==> config.mk <==
export PLATFORM = sky130hd
export DESIGN_NAME = grid_neighbour_index_generator_core
export DESIGN_NICKNAME = d
export VERILOG_FILES = /design/src/rtl/gnig_pkg.sv /design/src/rtl/gnig_front.sv /design/src/rtl/gnig_queue.sv /design/src/rtl/gnig_back.sv /design/src/rtl/grid_neighbour_index_generator_core.sv
export SDC_FILE = /design/constraint.sdc
export NUM_CORES = 2
export LEC_CHECK = 0
export ABC_CLOCK_PERIOD_IN_PS = 19460
export BUFFER_PORTS_ARGS = -buffer_cell sky130_fd_sc_hd__buf_2
export CAP_MARGIN = 25
export CORE_ASPECT_RATIO = 0.7
export CORE_UTILIZATION = 55
export DETAILED_ROUTE_END_ITERATION = 16
export PLACE_DENSITY = 0.74
export SYNTH_ARGS = -nofsm -noshare
export SYNTH_HDL_FRONTEND = slang
export SYNTH_SLANG_ARGS = --single-unit
==> constraint.sdc <==
create_clock -name clk -period 19.46 [get_ports clk]
set_input_delay 1.946 -clock clk [delete_from_list [all_inputs] [get_ports clk]]
set_output_delay 1.946 -clock clk [all_outputs]
set_load 0.02 [all_outputs]
==> src/rtl/gnig_pkg.sv <==
// Shared types and constants for the grid neighbour index generator.
// Used by the front, queue, back and top-level modules; depends on nothing.
package gnig_pkg;

	localparam int IDX_W       = 30;
	localparam int SIZE_W      = 11;
	localparam int CRD_W       = 11;
	localparam int PROD_W      = 2 * SIZE_W;
	localparam int NDIM        = 3;
	localparam int OFS_W       = 5;
	localparam int DIV_STEPS   = 5;
	localparam int DIV_CYCLES  = IDX_W / DIV_STEPS;
	localparam int DCNT_W      = $clog2(DIV_CYCLES);
	localparam int QUEUE_DEPTH = 2;

	// Per-axis offset digits: -1, 0 and +1.
	localparam logic [1:0] DIG_MINUS = 2'd0;
	localparam logic [1:0] DIG_ZERO  = 2'd1;
	localparam logic [1:0] DIG_PLUS  = 2'd2;

	// Offset number of the final neighbour for one, two and three dimensions.
	localparam logic [OFS_W-1:0] LAST_OFS_1D = 5'd1;
	localparam logic [OFS_W-1:0] LAST_OFS_2D = 5'd7;
	localparam logic [OFS_W-1:0] LAST_OFS_3D = 5'd25;

	typedef enum logic [1:0] {
		REG_NUM_DIMS,
		REG_DIM_SIZE_0,
		REG_DIM_SIZE_1,
		REG_DIM_SIZE_2
	} reg_idx_t;

	typedef enum logic [2:0] {
		FS_IDLE,
		FS_DIV,
		FS_MUL1,
		FS_MUL2,
		FS_PUSH
	} front_state_t;

	// Effective configuration after clamping.
	typedef struct packed {
		logic [1:0]                  num_dims;
		logic [NDIM-1:0][SIZE_W-1:0] size;
	} grid_cfg_t;

	// One decoded centre cell on its way from the front to the back.
	typedef struct packed {
		logic [IDX_W-1:0]           base;
		logic [NDIM-1:0][CRD_W-1:0] crd;
		logic [PROD_W-1:0]          s01;
	} item_rec_t;

	typedef struct packed {
		logic full;
		logic avail;
	} q_stat_t;

	function automatic logic [OFS_W-1:0] last_offset(input logic [1:0] n);
		logic [OFS_W-1:0] r;
		case (n)
			2'd1: r = LAST_OFS_1D;
			2'd2: r = LAST_OFS_2D;
			default: r = LAST_OFS_3D;
		endcase
		return r;
	endfunction

endpackage

==> src/rtl/gnig_front.sv <==
// Front end: accepts a centre index, splits it into coordinates with an
// iterative divider and rebuilds the wrapped base index. Depends on gnig_pkg.
module gnig_front (
	input  logic                clk,
	input  logic                arst_n,
	input  logic                start,
	output logic                busy,
	input  logic [29:0]         centre_index,
	input  gnig_pkg::grid_cfg_t cfg,
	input  gnig_pkg::q_stat_t   q_stat,
	output logic                push,
	output gnig_pkg::item_rec_t push_data
);
	import gnig_pkg::*;

	front_state_t state_q, state_d;

	logic [DCNT_W-1:0]          cnt_q;
	logic [1:0]                 dim_q;
	logic [SIZE_W-1:0]          rem_q;
	logic [IDX_W-1:0]           quo_q;
	logic [NDIM-1:0][CRD_W-1:0] crd_q;
	logic [PROD_W-1:0]          prod_a_q;
	logic [PROD_W-1:0]          s01_q;
	logic [IDX_W-1:0]           prod_b_q;

	logic [SIZE_W-1:0]          divisor;
	logic [SIZE_W:0]            div_sh;
	logic [SIZE_W-1:0]          div_r;
	logic [IDX_W-1:0]           div_q;
	logic                       div_end;
	logic                       dim_last;
	logic [CRD_W+PROD_W-1:0]    prod_b_w;

	// Restoring division, several quotient bits per cycle. The quotient
	// shifts in where the dividend bits shift out.
	always_comb begin
		divisor = cfg.size[dim_q];
		div_r   = rem_q;
		div_q   = quo_q;
		div_sh  = '0;
		for (int j = 0; j < DIV_STEPS; j++) begin
			div_sh = {div_r, div_q[IDX_W-1]};
			div_q  = {div_q[IDX_W-2:0], 1'b0};
			if (div_sh >= {1'b0, divisor}) begin
				div_sh   = div_sh - {1'b0, divisor};
				div_q[0] = 1'b1;
			end
			div_r = div_sh[SIZE_W-1:0];
		end
	end

	assign div_end  = (cnt_q == DCNT_W'(DIV_CYCLES - 1));
	assign dim_last = (dim_q == 2'(cfg.num_dims - 2'd1));
	assign prod_b_w = (CRD_W+PROD_W)'(crd_q[2]) * (CRD_W+PROD_W)'(s01_q);

	always_ff @(posedge clk or negedge arst_n) begin
		if (!arst_n) begin
			state_q <= FS_IDLE;
		end else begin
			state_q <= state_d;
		end
	end

	always_comb begin
		state_d = state_q;
		busy    = 1'b1;
		push    = 1'b0;
		case (state_q)
			FS_IDLE: begin
				busy = 1'b0;
				if (start) begin
					state_d = FS_DIV;
				end
			end
			FS_DIV: begin
				if (div_end && dim_last) begin
					state_d = FS_MUL1;
				end
			end
			FS_MUL1: begin
				state_d = FS_MUL2;
			end
			FS_MUL2: begin
				state_d = FS_PUSH;
			end
			FS_PUSH: begin
				push = !q_stat.full;
				if (!q_stat.full) begin
					state_d = FS_IDLE;
				end
			end
			default: begin
				state_d = FS_IDLE;
			end
		endcase
	end

	always_ff @(posedge clk or negedge arst_n) begin
		if (!arst_n) begin
			cnt_q <= '0;
			dim_q <= '0;
		end else if (state_q == FS_IDLE) begin
			cnt_q <= '0;
			dim_q <= '0;
		end else if (state_q == FS_DIV) begin
			if (div_end) begin
				cnt_q <= '0;
				dim_q <= dim_q + 2'd1;
			end else begin
				cnt_q <= cnt_q + DCNT_W'(1);
			end
		end
	end

	always_ff @(posedge clk) begin
		case (state_q)
			FS_IDLE: begin
				if (start) begin
					quo_q <= centre_index;
					rem_q <= '0;
					crd_q <= '0;
				end
			end
			FS_DIV: begin
				quo_q <= div_q;
				if (div_end) begin
					// The top dimension keeps only the remainder, so an index
					// beyond the grid wraps there.
					crd_q[dim_q] <= div_r[CRD_W-1:0];
					rem_q        <= '0;
				end else begin
					rem_q <= div_r;
				end
			end
			FS_MUL1: begin
				prod_a_q <= PROD_W'(crd_q[1]) * PROD_W'(cfg.size[0]);
				s01_q    <= PROD_W'(cfg.size[0]) * PROD_W'(cfg.size[1]);
			end
			FS_MUL2: begin
				prod_b_q <= prod_b_w[IDX_W-1:0];
			end
			default: begin
			end
		endcase
	end

	assign push_data.base = IDX_W'(crd_q[0]) + IDX_W'(prod_a_q) + prod_b_q;
	assign push_data.crd  = crd_q;
	assign push_data.s01  = s01_q;

endmodule

==> src/rtl/gnig_queue.sv <==
// Short queue of decoded centre cells between the front and the back end.
// Depends on gnig_pkg.
module gnig_queue (
	input  logic                clk,
	input  logic                arst_n,
	input  logic                push,
	input  gnig_pkg::item_rec_t push_data,
	input  logic                pop,
	output gnig_pkg::item_rec_t pop_data,
	output gnig_pkg::q_stat_t   stat
);
	import gnig_pkg::*;

	localparam int PTR_W = $clog2(QUEUE_DEPTH);
	localparam int CNT_W = $clog2(QUEUE_DEPTH + 1);

	item_rec_t          entry_q [QUEUE_DEPTH];
	logic [PTR_W-1:0]   wr_ptr_q;
	logic [PTR_W-1:0]   rd_ptr_q;
	logic [CNT_W-1:0]   count_q;

	always_ff @(posedge clk or negedge arst_n) begin
		if (!arst_n) begin
			wr_ptr_q <= '0;
			rd_ptr_q <= '0;
			count_q  <= '0;
		end else begin
			if (push) begin
				wr_ptr_q <= (wr_ptr_q == PTR_W'(QUEUE_DEPTH - 1)) ? '0 : wr_ptr_q + PTR_W'(1);
			end
			if (pop) begin
				rd_ptr_q <= (rd_ptr_q == PTR_W'(QUEUE_DEPTH - 1)) ? '0 : rd_ptr_q + PTR_W'(1);
			end
			if (push && !pop) begin
				count_q <= count_q + CNT_W'(1);
			end else if (pop && !push) begin
				count_q <= count_q - CNT_W'(1);
			end
		end
	end

	always_ff @(posedge clk) begin
		if (push) begin
			entry_q[wr_ptr_q] <= push_data;
		end
	end

	assign pop_data   = entry_q[rd_ptr_q];
	assign stat.full  = (count_q == CNT_W'(QUEUE_DEPTH));
	assign stat.avail = (count_q != '0);

endmodule

==> src/rtl/gnig_back.sv <==
// Back end: walks the Moore offsets of one decoded centre cell and issues
// one neighbour per cycle through output registers. Depends on gnig_pkg.
module gnig_back (
	input  logic                clk,
	input  logic                arst_n,
	input  gnig_pkg::grid_cfg_t cfg,
	input  gnig_pkg::q_stat_t   q_stat,
	input  gnig_pkg::item_rec_t q_data,
	output logic                pop,
	output logic                result_strobe,
	output logic [29:0]         neighbour_index,
	output logic                neighbour_valid,
	output logic [4:0]          offset_number,
	output logic                last_neighbour
);
	import gnig_pkg::*;

	logic                       act_q;
	logic [OFS_W-1:0]           k_q;
	logic [NDIM-1:0][1:0]       d_q;
	item_rec_t                  rec_q;

	logic [OFS_W-1:0]           last_k;
	logic                       is_last;
	logic [NDIM-1:0][1:0]       d_init;
	logic [NDIM-1:0][1:0]       d_one;
	logic [NDIM-1:0][1:0]       d_next;
	logic [NDIM-1:0][1:0]       centre;
	logic [NDIM-1:0][IDX_W-1:0] stride;
	logic                       all_in;
	logic [IDX_W-1:0]           idx;

	logic                       strobe_q;
	logic [IDX_W-1:0]           index_q;
	logic                       valid_q;
	logic [OFS_W-1:0]           ofs_q;
	logic                       last_q;

	// Base-3 increment over the dimensions in use, dimension 0 fastest.
	function automatic logic [NDIM-1:0][1:0] step3(input logic [NDIM-1:0][1:0] d,
			input logic [1:0] n);
		logic [NDIM-1:0][1:0] r;
		logic                 carry;
		r     = d;
		carry = 1'b1;
		for (int i = 0; i < NDIM; i++) begin
			if (carry && (i < int'(n))) begin
				if (r[i] == DIG_PLUS) begin
					r[i] = DIG_MINUS;
				end else begin
					r[i]  = r[i] + 2'd1;
					carry = 1'b0;
				end
			end
		end
		return r;
	endfunction

	assign last_k  = last_offset(cfg.num_dims);
	assign is_last = act_q && (k_q == last_k);
	assign pop     = q_stat.avail && (!act_q || is_last);

	// Unused dimensions sit at the zero offset, so they never move the index
	// and never fail the bounds check.
	always_comb begin
		for (int i = 0; i < NDIM; i++) begin
			d_init[i] = (i < int'(cfg.num_dims)) ? DIG_MINUS : DIG_ZERO;
			centre[i] = DIG_ZERO;
		end
		d_one  = step3(d_q, cfg.num_dims);
		d_next = (d_one == centre) ? step3(d_one, cfg.num_dims) : d_one;
	end

	always_comb begin
		stride[0] = IDX_W'(1);
		stride[1] = IDX_W'(cfg.size[0]);
		stride[2] = IDX_W'(rec_q.s01);
		all_in    = 1'b1;
		idx       = rec_q.base;
		for (int i = 0; i < NDIM; i++) begin
			if ((d_q[i] == DIG_MINUS) && (rec_q.crd[i] == '0)) begin
				all_in = 1'b0;
			end
			if ((d_q[i] == DIG_PLUS) && (rec_q.crd[i] == CRD_W'(cfg.size[i] - SIZE_W'(1)))) begin
				all_in = 1'b0;
			end
			if (d_q[i] == DIG_PLUS) begin
				idx = idx + stride[i];
			end else if (d_q[i] == DIG_MINUS) begin
				idx = idx - stride[i];
			end
		end
	end

	always_ff @(posedge clk or negedge arst_n) begin
		if (!arst_n) begin
			act_q    <= 1'b0;
			k_q      <= '0;
			d_q      <= '0;
			strobe_q <= 1'b0;
		end else begin
			strobe_q <= act_q;
			if (pop) begin
				act_q <= 1'b1;
				k_q   <= '0;
				d_q   <= d_init;
			end else if (is_last) begin
				act_q <= 1'b0;
			end else if (act_q) begin
				k_q <= k_q + OFS_W'(1);
				d_q <= d_next;
			end
		end
	end

	always_ff @(posedge clk) begin
		if (pop) begin
			rec_q <= q_data;
		end
		index_q <= all_in ? idx : '0;
		valid_q <= all_in;
		ofs_q   <= k_q;
		last_q  <= (k_q == last_k);
	end

	assign result_strobe   = strobe_q;
	assign neighbour_index = index_q;
	assign neighbour_valid = valid_q;
	assign offset_number   = ofs_q;
	assign last_neighbour  = last_q;

endmodule

==> src/rtl/grid_neighbour_index_generator_core.sv <==
// Grid neighbour index generator, top level: configuration registers,
// clamping, and the front, queue and back ends. Depends on gnig_pkg.
//
// Use: configure num_dims and the dimension sizes over the APB-style port
// (registers at byte addresses 0, 4, 8 and 12) while the block is idle.
// Pulse start with a centre_index while busy is low; the item is taken at
// that edge. The block answers with 3^n-1 results, one per cycle, each shown
// for exactly one cycle with result_strobe high, in offset order with
// dimension 0 fastest; last_neighbour marks the final one.
// Flow: the front end divides the item once per dimension in use, its
// divider retiring five quotient bits a cycle, then builds the base index
// in its MUL1 and MUL2 states and pushes it into the queue from PUSH, where
// a full queue holds it; busy stays high until the push. The back end pops
// the item and issues its results through output registers. A two-entry
// queue lets the front end decode the next item while the back end is
// still issuing results.
// Reset: clears all control state and loads num_dims 2 and sizes 64, 64, 1.
// The receiver cannot stall; results are issued as they are produced.
module grid_neighbour_index_generator_core #(
	parameter int MAX_DIMS = 3,
	parameter int DIM_BITS = 10
) (
	input  logic        clk,
	input  logic        arst_n,
	input  logic        psel,
	input  logic        penable,
	input  logic        pwrite,
	input  logic [3:0]  paddr,
	input  logic [31:0] pwdata,
	output logic [31:0] prdata,
	output logic        pready,
	input  logic        start,
	output logic        busy,
	input  logic [29:0] centre_index,
	output logic        result_strobe,
	output logic [29:0] neighbour_index,
	output logic        neighbour_valid,
	output logic [4:0]  offset_number,
	output logic        last_neighbour
);
	import gnig_pkg::*;

	localparam int SIZE_CAP = 1 << DIM_BITS;

	logic [1:0]                  num_dims_q;
	logic [NDIM-1:0][SIZE_W-1:0] dim_size_q;
	logic                        wr_en;
	reg_idx_t                    reg_sel;
	grid_cfg_t                   cfg;

	logic                        push;
	logic                        pop;
	item_rec_t                   push_data;
	item_rec_t                   pop_data;
	q_stat_t                     q_stat;

	assign pready  = 1'b1;
	assign wr_en   = psel && penable && pwrite;
	assign reg_sel = reg_idx_t'(paddr[3:2]);

	always_ff @(posedge clk or negedge arst_n) begin
		if (!arst_n) begin
			num_dims_q    <= 2'd2;
			dim_size_q[0] <= SIZE_W'(64);
			dim_size_q[1] <= SIZE_W'(64);
			dim_size_q[2] <= SIZE_W'(1);
		end else if (wr_en) begin
			case (reg_sel)
				REG_NUM_DIMS:   num_dims_q    <= pwdata[1:0];
				REG_DIM_SIZE_0: dim_size_q[0] <= pwdata[SIZE_W-1:0];
				REG_DIM_SIZE_1: dim_size_q[1] <= pwdata[SIZE_W-1:0];
				REG_DIM_SIZE_2: dim_size_q[2] <= pwdata[SIZE_W-1:0];
				default: begin
				end
			endcase
		end
	end

	always_comb begin
		case (reg_sel)
			REG_NUM_DIMS:   prdata = 32'(num_dims_q);
			REG_DIM_SIZE_0: prdata = 32'(dim_size_q[0]);
			REG_DIM_SIZE_1: prdata = 32'(dim_size_q[1]);
			REG_DIM_SIZE_2: prdata = 32'(dim_size_q[2]);
			default:        prdata = '0;
		endcase
	end

	// Out-of-range settings are clamped here so both ends see legal values.
	always_comb begin
		if (num_dims_q == 2'd0) begin
			cfg.num_dims = 2'd1;
		end else if (int'(num_dims_q) > MAX_DIMS) begin
			cfg.num_dims = 2'(MAX_DIMS);
		end else begin
			cfg.num_dims = num_dims_q;
		end
		for (int i = 0; i < NDIM; i++) begin
			if (dim_size_q[i] == '0) begin
				cfg.size[i] = SIZE_W'(1);
			end else if (int'(dim_size_q[i]) > SIZE_CAP) begin
				cfg.size[i] = SIZE_W'(SIZE_CAP);
			end else begin
				cfg.size[i] = dim_size_q[i];
			end
		end
	end

	gnig_front u_front (
		.clk          (clk),
		.arst_n       (arst_n),
		.start        (start),
		.busy         (busy),
		.centre_index (centre_index),
		.cfg          (cfg),
		.q_stat       (q_stat),
		.push         (push),
		.push_data    (push_data)
	);

	gnig_queue u_queue (
		.clk       (clk),
		.arst_n    (arst_n),
		.push      (push),
		.push_data (push_data),
		.pop       (pop),
		.pop_data  (pop_data),
		.stat      (q_stat)
	);

	gnig_back u_back (
		.clk             (clk),
		.arst_n          (arst_n),
		.cfg             (cfg),
		.q_stat          (q_stat),
		.q_data          (pop_data),
		.pop             (pop),
		.result_strobe   (result_strobe),
		.neighbour_index (neighbour_index),
		.neighbour_valid (neighbour_valid),
		.offset_number   (offset_number),
		.last_neighbour  (last_neighbour)
	);

`ifndef SYNTHESIS
	a_last_offset: assert property (@(posedge clk) disable iff (!arst_n)
		result_strobe && last_neighbour |-> offset_number == last_offset(cfg.num_dims))
		else $error("last neighbour carries the wrong offset number");

	a_burst_unbroken: assert property (@(posedge clk) disable iff (!arst_n)
		result_strobe && !last_neighbour |=>
			result_strobe && (offset_number == $past(offset_number) + 5'd1))
		else $error("neighbour burst broken or out of order");

	a_no_push_full: assert property (@(posedge clk) disable iff (!arst_n)
		push |-> !q_stat.full)
		else $error("queue written while full");

	a_busy_after_take: assert property (@(posedge clk) disable iff (!arst_n)
		start && !busy |=> busy)
		else $error("front end not busy after taking an item");
`endif

endmodule
==> flow_summary.json <==
{
  "syn2layout_area_growth_pct": 7.283,
  "syn_avg_cell_area_um2": 9.824,
  "vias_per_cell": 5.855,
  "min-delay-start": "u_back.act_q",
  "fin_crit_ns": 16.56,
  "drc": 0,
  "ctsResizeCount": 0,
  "clock.fmax_ghz": 0.06037,
  "grt_max_degree": 75,
  "grt_antenna_before_repair": 3,
  "worstSetupStartpointType": "register",
  "cp.arrival_ns": 16.90,
  "worstSetupPathType": "register to register",
  "crit_start": "dim_size_q[5]",
  "slew_headroom_pct": 16.17,
  "worstSkewPairLatency_ns": 0.65,
  "cp.required_ns": 19.80,
  "drive_gt1_share_pct": 10.13,
  "status": "complete, no violations",
  "core_region_area_mm2": 0.07920,
  "cpLargestDelayFamily": "compound AO/OA/AOI/OAI gates",
  "die_area_mm2": 0.08171,
  "synth_ff_type": "edfxtp_1",
  "syn_inst": 4510,
  "vias": 32950,
  "place_congestion": 0.9332,
  "portBuffers": 98,
  "clk_pin_slew_ns": 0.07,
  "finalCritPeriodShare_pct": 85.12,
  "nets": 5292,
  "first_pass_iters": 5,
  "boundaryPins": 144,
  "wire_per_inst_um": 19.98,
  "die_y_um": 239.5,
  "cp_slowest_cell": "o22ai_1",
  "cp_max_fo": 20,
  "finalHoldViolCount": 0,
  "setup_viol": 0,
  "die_x_um": 341.2,
  "detail-route-antenna-nets": 0,
  "hold_class": "register to register",
  "rsz0062_at_grt": "no",
  "ys_ff_latch": 500,
  "grt_overflow": 0,
  "ys_seq_area_share_pct": 32.39,
  "cap_viol_max_count": 0,
  "netlist_area_mm2": 0.04430,
  "cts_hold_buf": 0,
  "skew_ns": 0.03967,
  "cts_made_buffers": 50,
  "cts_tree": "built",
  "yosysWarnings": 0,
  "clock-sinks": 500,
  "crit_buf_inv": 6,
  "r2r-start": "dim_size_q[5]",
  "track_usage_pct": 27.69,
  "htreeDepth": 2,
  "yosysUniqueCellTypes": 104,
  "wl_um": 112400,
  "hpwlAfterDp_um": 84790,
  "clock_path_buffers": 3,
  "start_util_pct": 55.94,
  "finalMaxSlewViolations": 0,
  "async_reset_ff_share_pct": 12.00,
  "first_global_vias": 31170,
  "cp_slowest_stage_delay_ns": 0.82,
  "worst_path_most_repeated_cell": "a21oi_1",
  "end_kind": "register",
  "synth_edf_count": 403,
  "post_cts_buffers": 0,
  "drt_iter0_markers": 3012,
  "grt_pass1_wl_um": 176000,
  "fp-row-count": 86,
  "fin_tns_setup_ns": 0,
  "worst-slew-pin-transition_ns": 1.257,
  "cts_root_buffer": "clkbuf_16"
}
==> flip-flops by register name, indices dropped and copies added (netlist names), 3 cells and up, named ones only <==
| name | count |
|---|---|
| u_front.s01_q | 22 |
| u_front.prod_b_q | 30 |
| dim_size_q | 33 |
| u_queue.entry_q | 170 |
| u_back.neighbour_index | 30 |
| u_front.prod_a_q | 22 |
| u_back.k_q | 5 |
| u_front.cnt_q | 3 |
| u_back.rec_q | 85 |
| u_front.rem_q | 11 |
| u_back.d_q | 5 |
| u_front.push_data | 33 |
| u_back.offset_number | 5 |
| u_front.quo_q | 30 |
| u_front.state_q | 3 |
==> cells by family after synthesis <==
group	Yosys count	share of synthesized area, %
multiplexers	194	4.905
AO/OA/AOI/OAI	664	9.692
flip-flops	500	32.39
other	2	0.01695
adder cells (fa/ha/maj)	690	25.38
AND/OR/NAND/NOR	1486	15.99
XOR/XNOR	268	5.366
buffers and inverters	706	6.264
==> metrics by stage <==
| stage | hold WS (ns) | setup slack [ns] | cells | utilization, % | cell area, um2 |
|---|---|---|---|---|---|
| final | 0.4455 | 2.896 | 5628 | 60.02 | 47530 |
| after global routing | 0.4744 | 1.974 | 5627 | 60.01 | 47530 |
| after CTS | 0.4417 | 3.322 | 5626 | 59.98 | 47500 |
| after detailed placement | 0.4222 | 3.393 | 5533 | 57.80 | 45770 |
| after global placement | 0.4033 | 3.343 | 5531 | 57.77 | 45760 |
| after floorplan | 0.3842 | 6.375 | 4530 | - | 44380 |
==> layout by cell type, fill, tap and decap left out, drive strengths merged, types with 66 or more instances in the layout <==
master	count
buf	152
and2	163
xnor2	184
ha	342
mux2	155
inv	498
nand2	518
xor2	84
nand3	66
o21ai	154
a21oi	174
fa	348
nor3	89
nor2	362
edfxtp	403
==> Yosys cell counts (all sizes together), types with 6 or more instances <==
master | n | share of area, %
nand2 | 518 | 4.4
inv | 494 | 4.2
edfxtp | 403 | 27
nor2 | 362 | 3.1
fa | 348 | 16
ha | 342 | 9.7
xnor2 | 184 | 3.7
a21oi | 174 | 2.0
clkbuf | 164 | 1.4
and2 | 163 | 2.3
mux2 | 155 | 3.9
o21ai | 154 | 1.7
nor3 | 89 | 1.0
xor2 | 84 | 1.7
nand3 | 66 | 0.76
nor2b | 57 | 0.80
dfrtp | 56 | 3.2
a211oi | 46 | 0.78
a21o | 45 | 0.77
nor4 | 41 | 0.66
buf | 40 | 0.60
nand2b | 38 | 0.54
dfxtp | 37 | 1.7
nand4 | 37 | 0.54
mux2i | 36 | 0.81
o21bai | 32 | 0.54
or3 | 31 | 0.45
and3 | 28 | 0.40
o21a | 27 | 0.46
a31oi | 25 | 0.35
o31ai | 20 | 0.35
o211ai | 16 | 0.28
a22oi | 15 | 0.25
o22ai | 15 | 0.23
or2 | 15 | 0.21
a21boi | 14 | 0.24
a22o | 12 | 0.24
or4 | 12 | 0.25
clkinv | 8 | 0.068
nor3b | 8 | 0.15
a41o | 6 | 0.14
==> worst reg2reg max path, delay by kind of cell, from the launching register on <==
family / cells / cell delay (ns)
and+or+nand+nor: 14 / 2.51
muxes: 4 / 1.68
buffers and inverters: 6 / 1.38
AOI/OAI and AO/OA: 30 / 8.07
DFF: 1 / 0.42
adders and majority gates: 6 / 2.22
==> final timing paths <==
kind | endpoint | slack (ns) | cells after the start
min in group asynchronous | u_back.d_q[2] | 1.47 | 2
min reg2reg | u_back.result_strobe | 0.45 | 0
max in group asynchronous | u_queue.rd_ptr_q | 17.30 | 2
min | u_back.result_strobe | 0.45 | 0
max reg2reg | u_front.push_data[39] | 2.90 | 60
max | u_front.push_data[39] | 2.90 | 60
==> layout make-up <==
| cell class | instances | area (um2) |
|---|---|---|
| antenna | 1 | 2.502 |
| clock buffer | 57 | 1277 |
| fill | 6531 | 31660 |
| inverter | 502 | 1884 |
| multi-input combinational | 3324 | 27320 |
| timing repair buffer | 152 | 919.6 |
| sequential | 500 | 14350 |
| tap | 1056 | 1321 |
| clock inverter | 36 | 450.4 |
==> per-layer routing <==
layer / vias up / routed length [um] / track usage, %
li1: 15310 / - / -
met1: 15960 / 49950 / 42.32
met2: 1528 / 46880 / 39.76
met3: 149 / 13530 / 6.540
met4: 0 / 2070 / 5.626
met5: - / 0 / 0
Power is not shown: default switching activity piles up to over one toggle a cycle in this logic, so the estimate is an artifact.
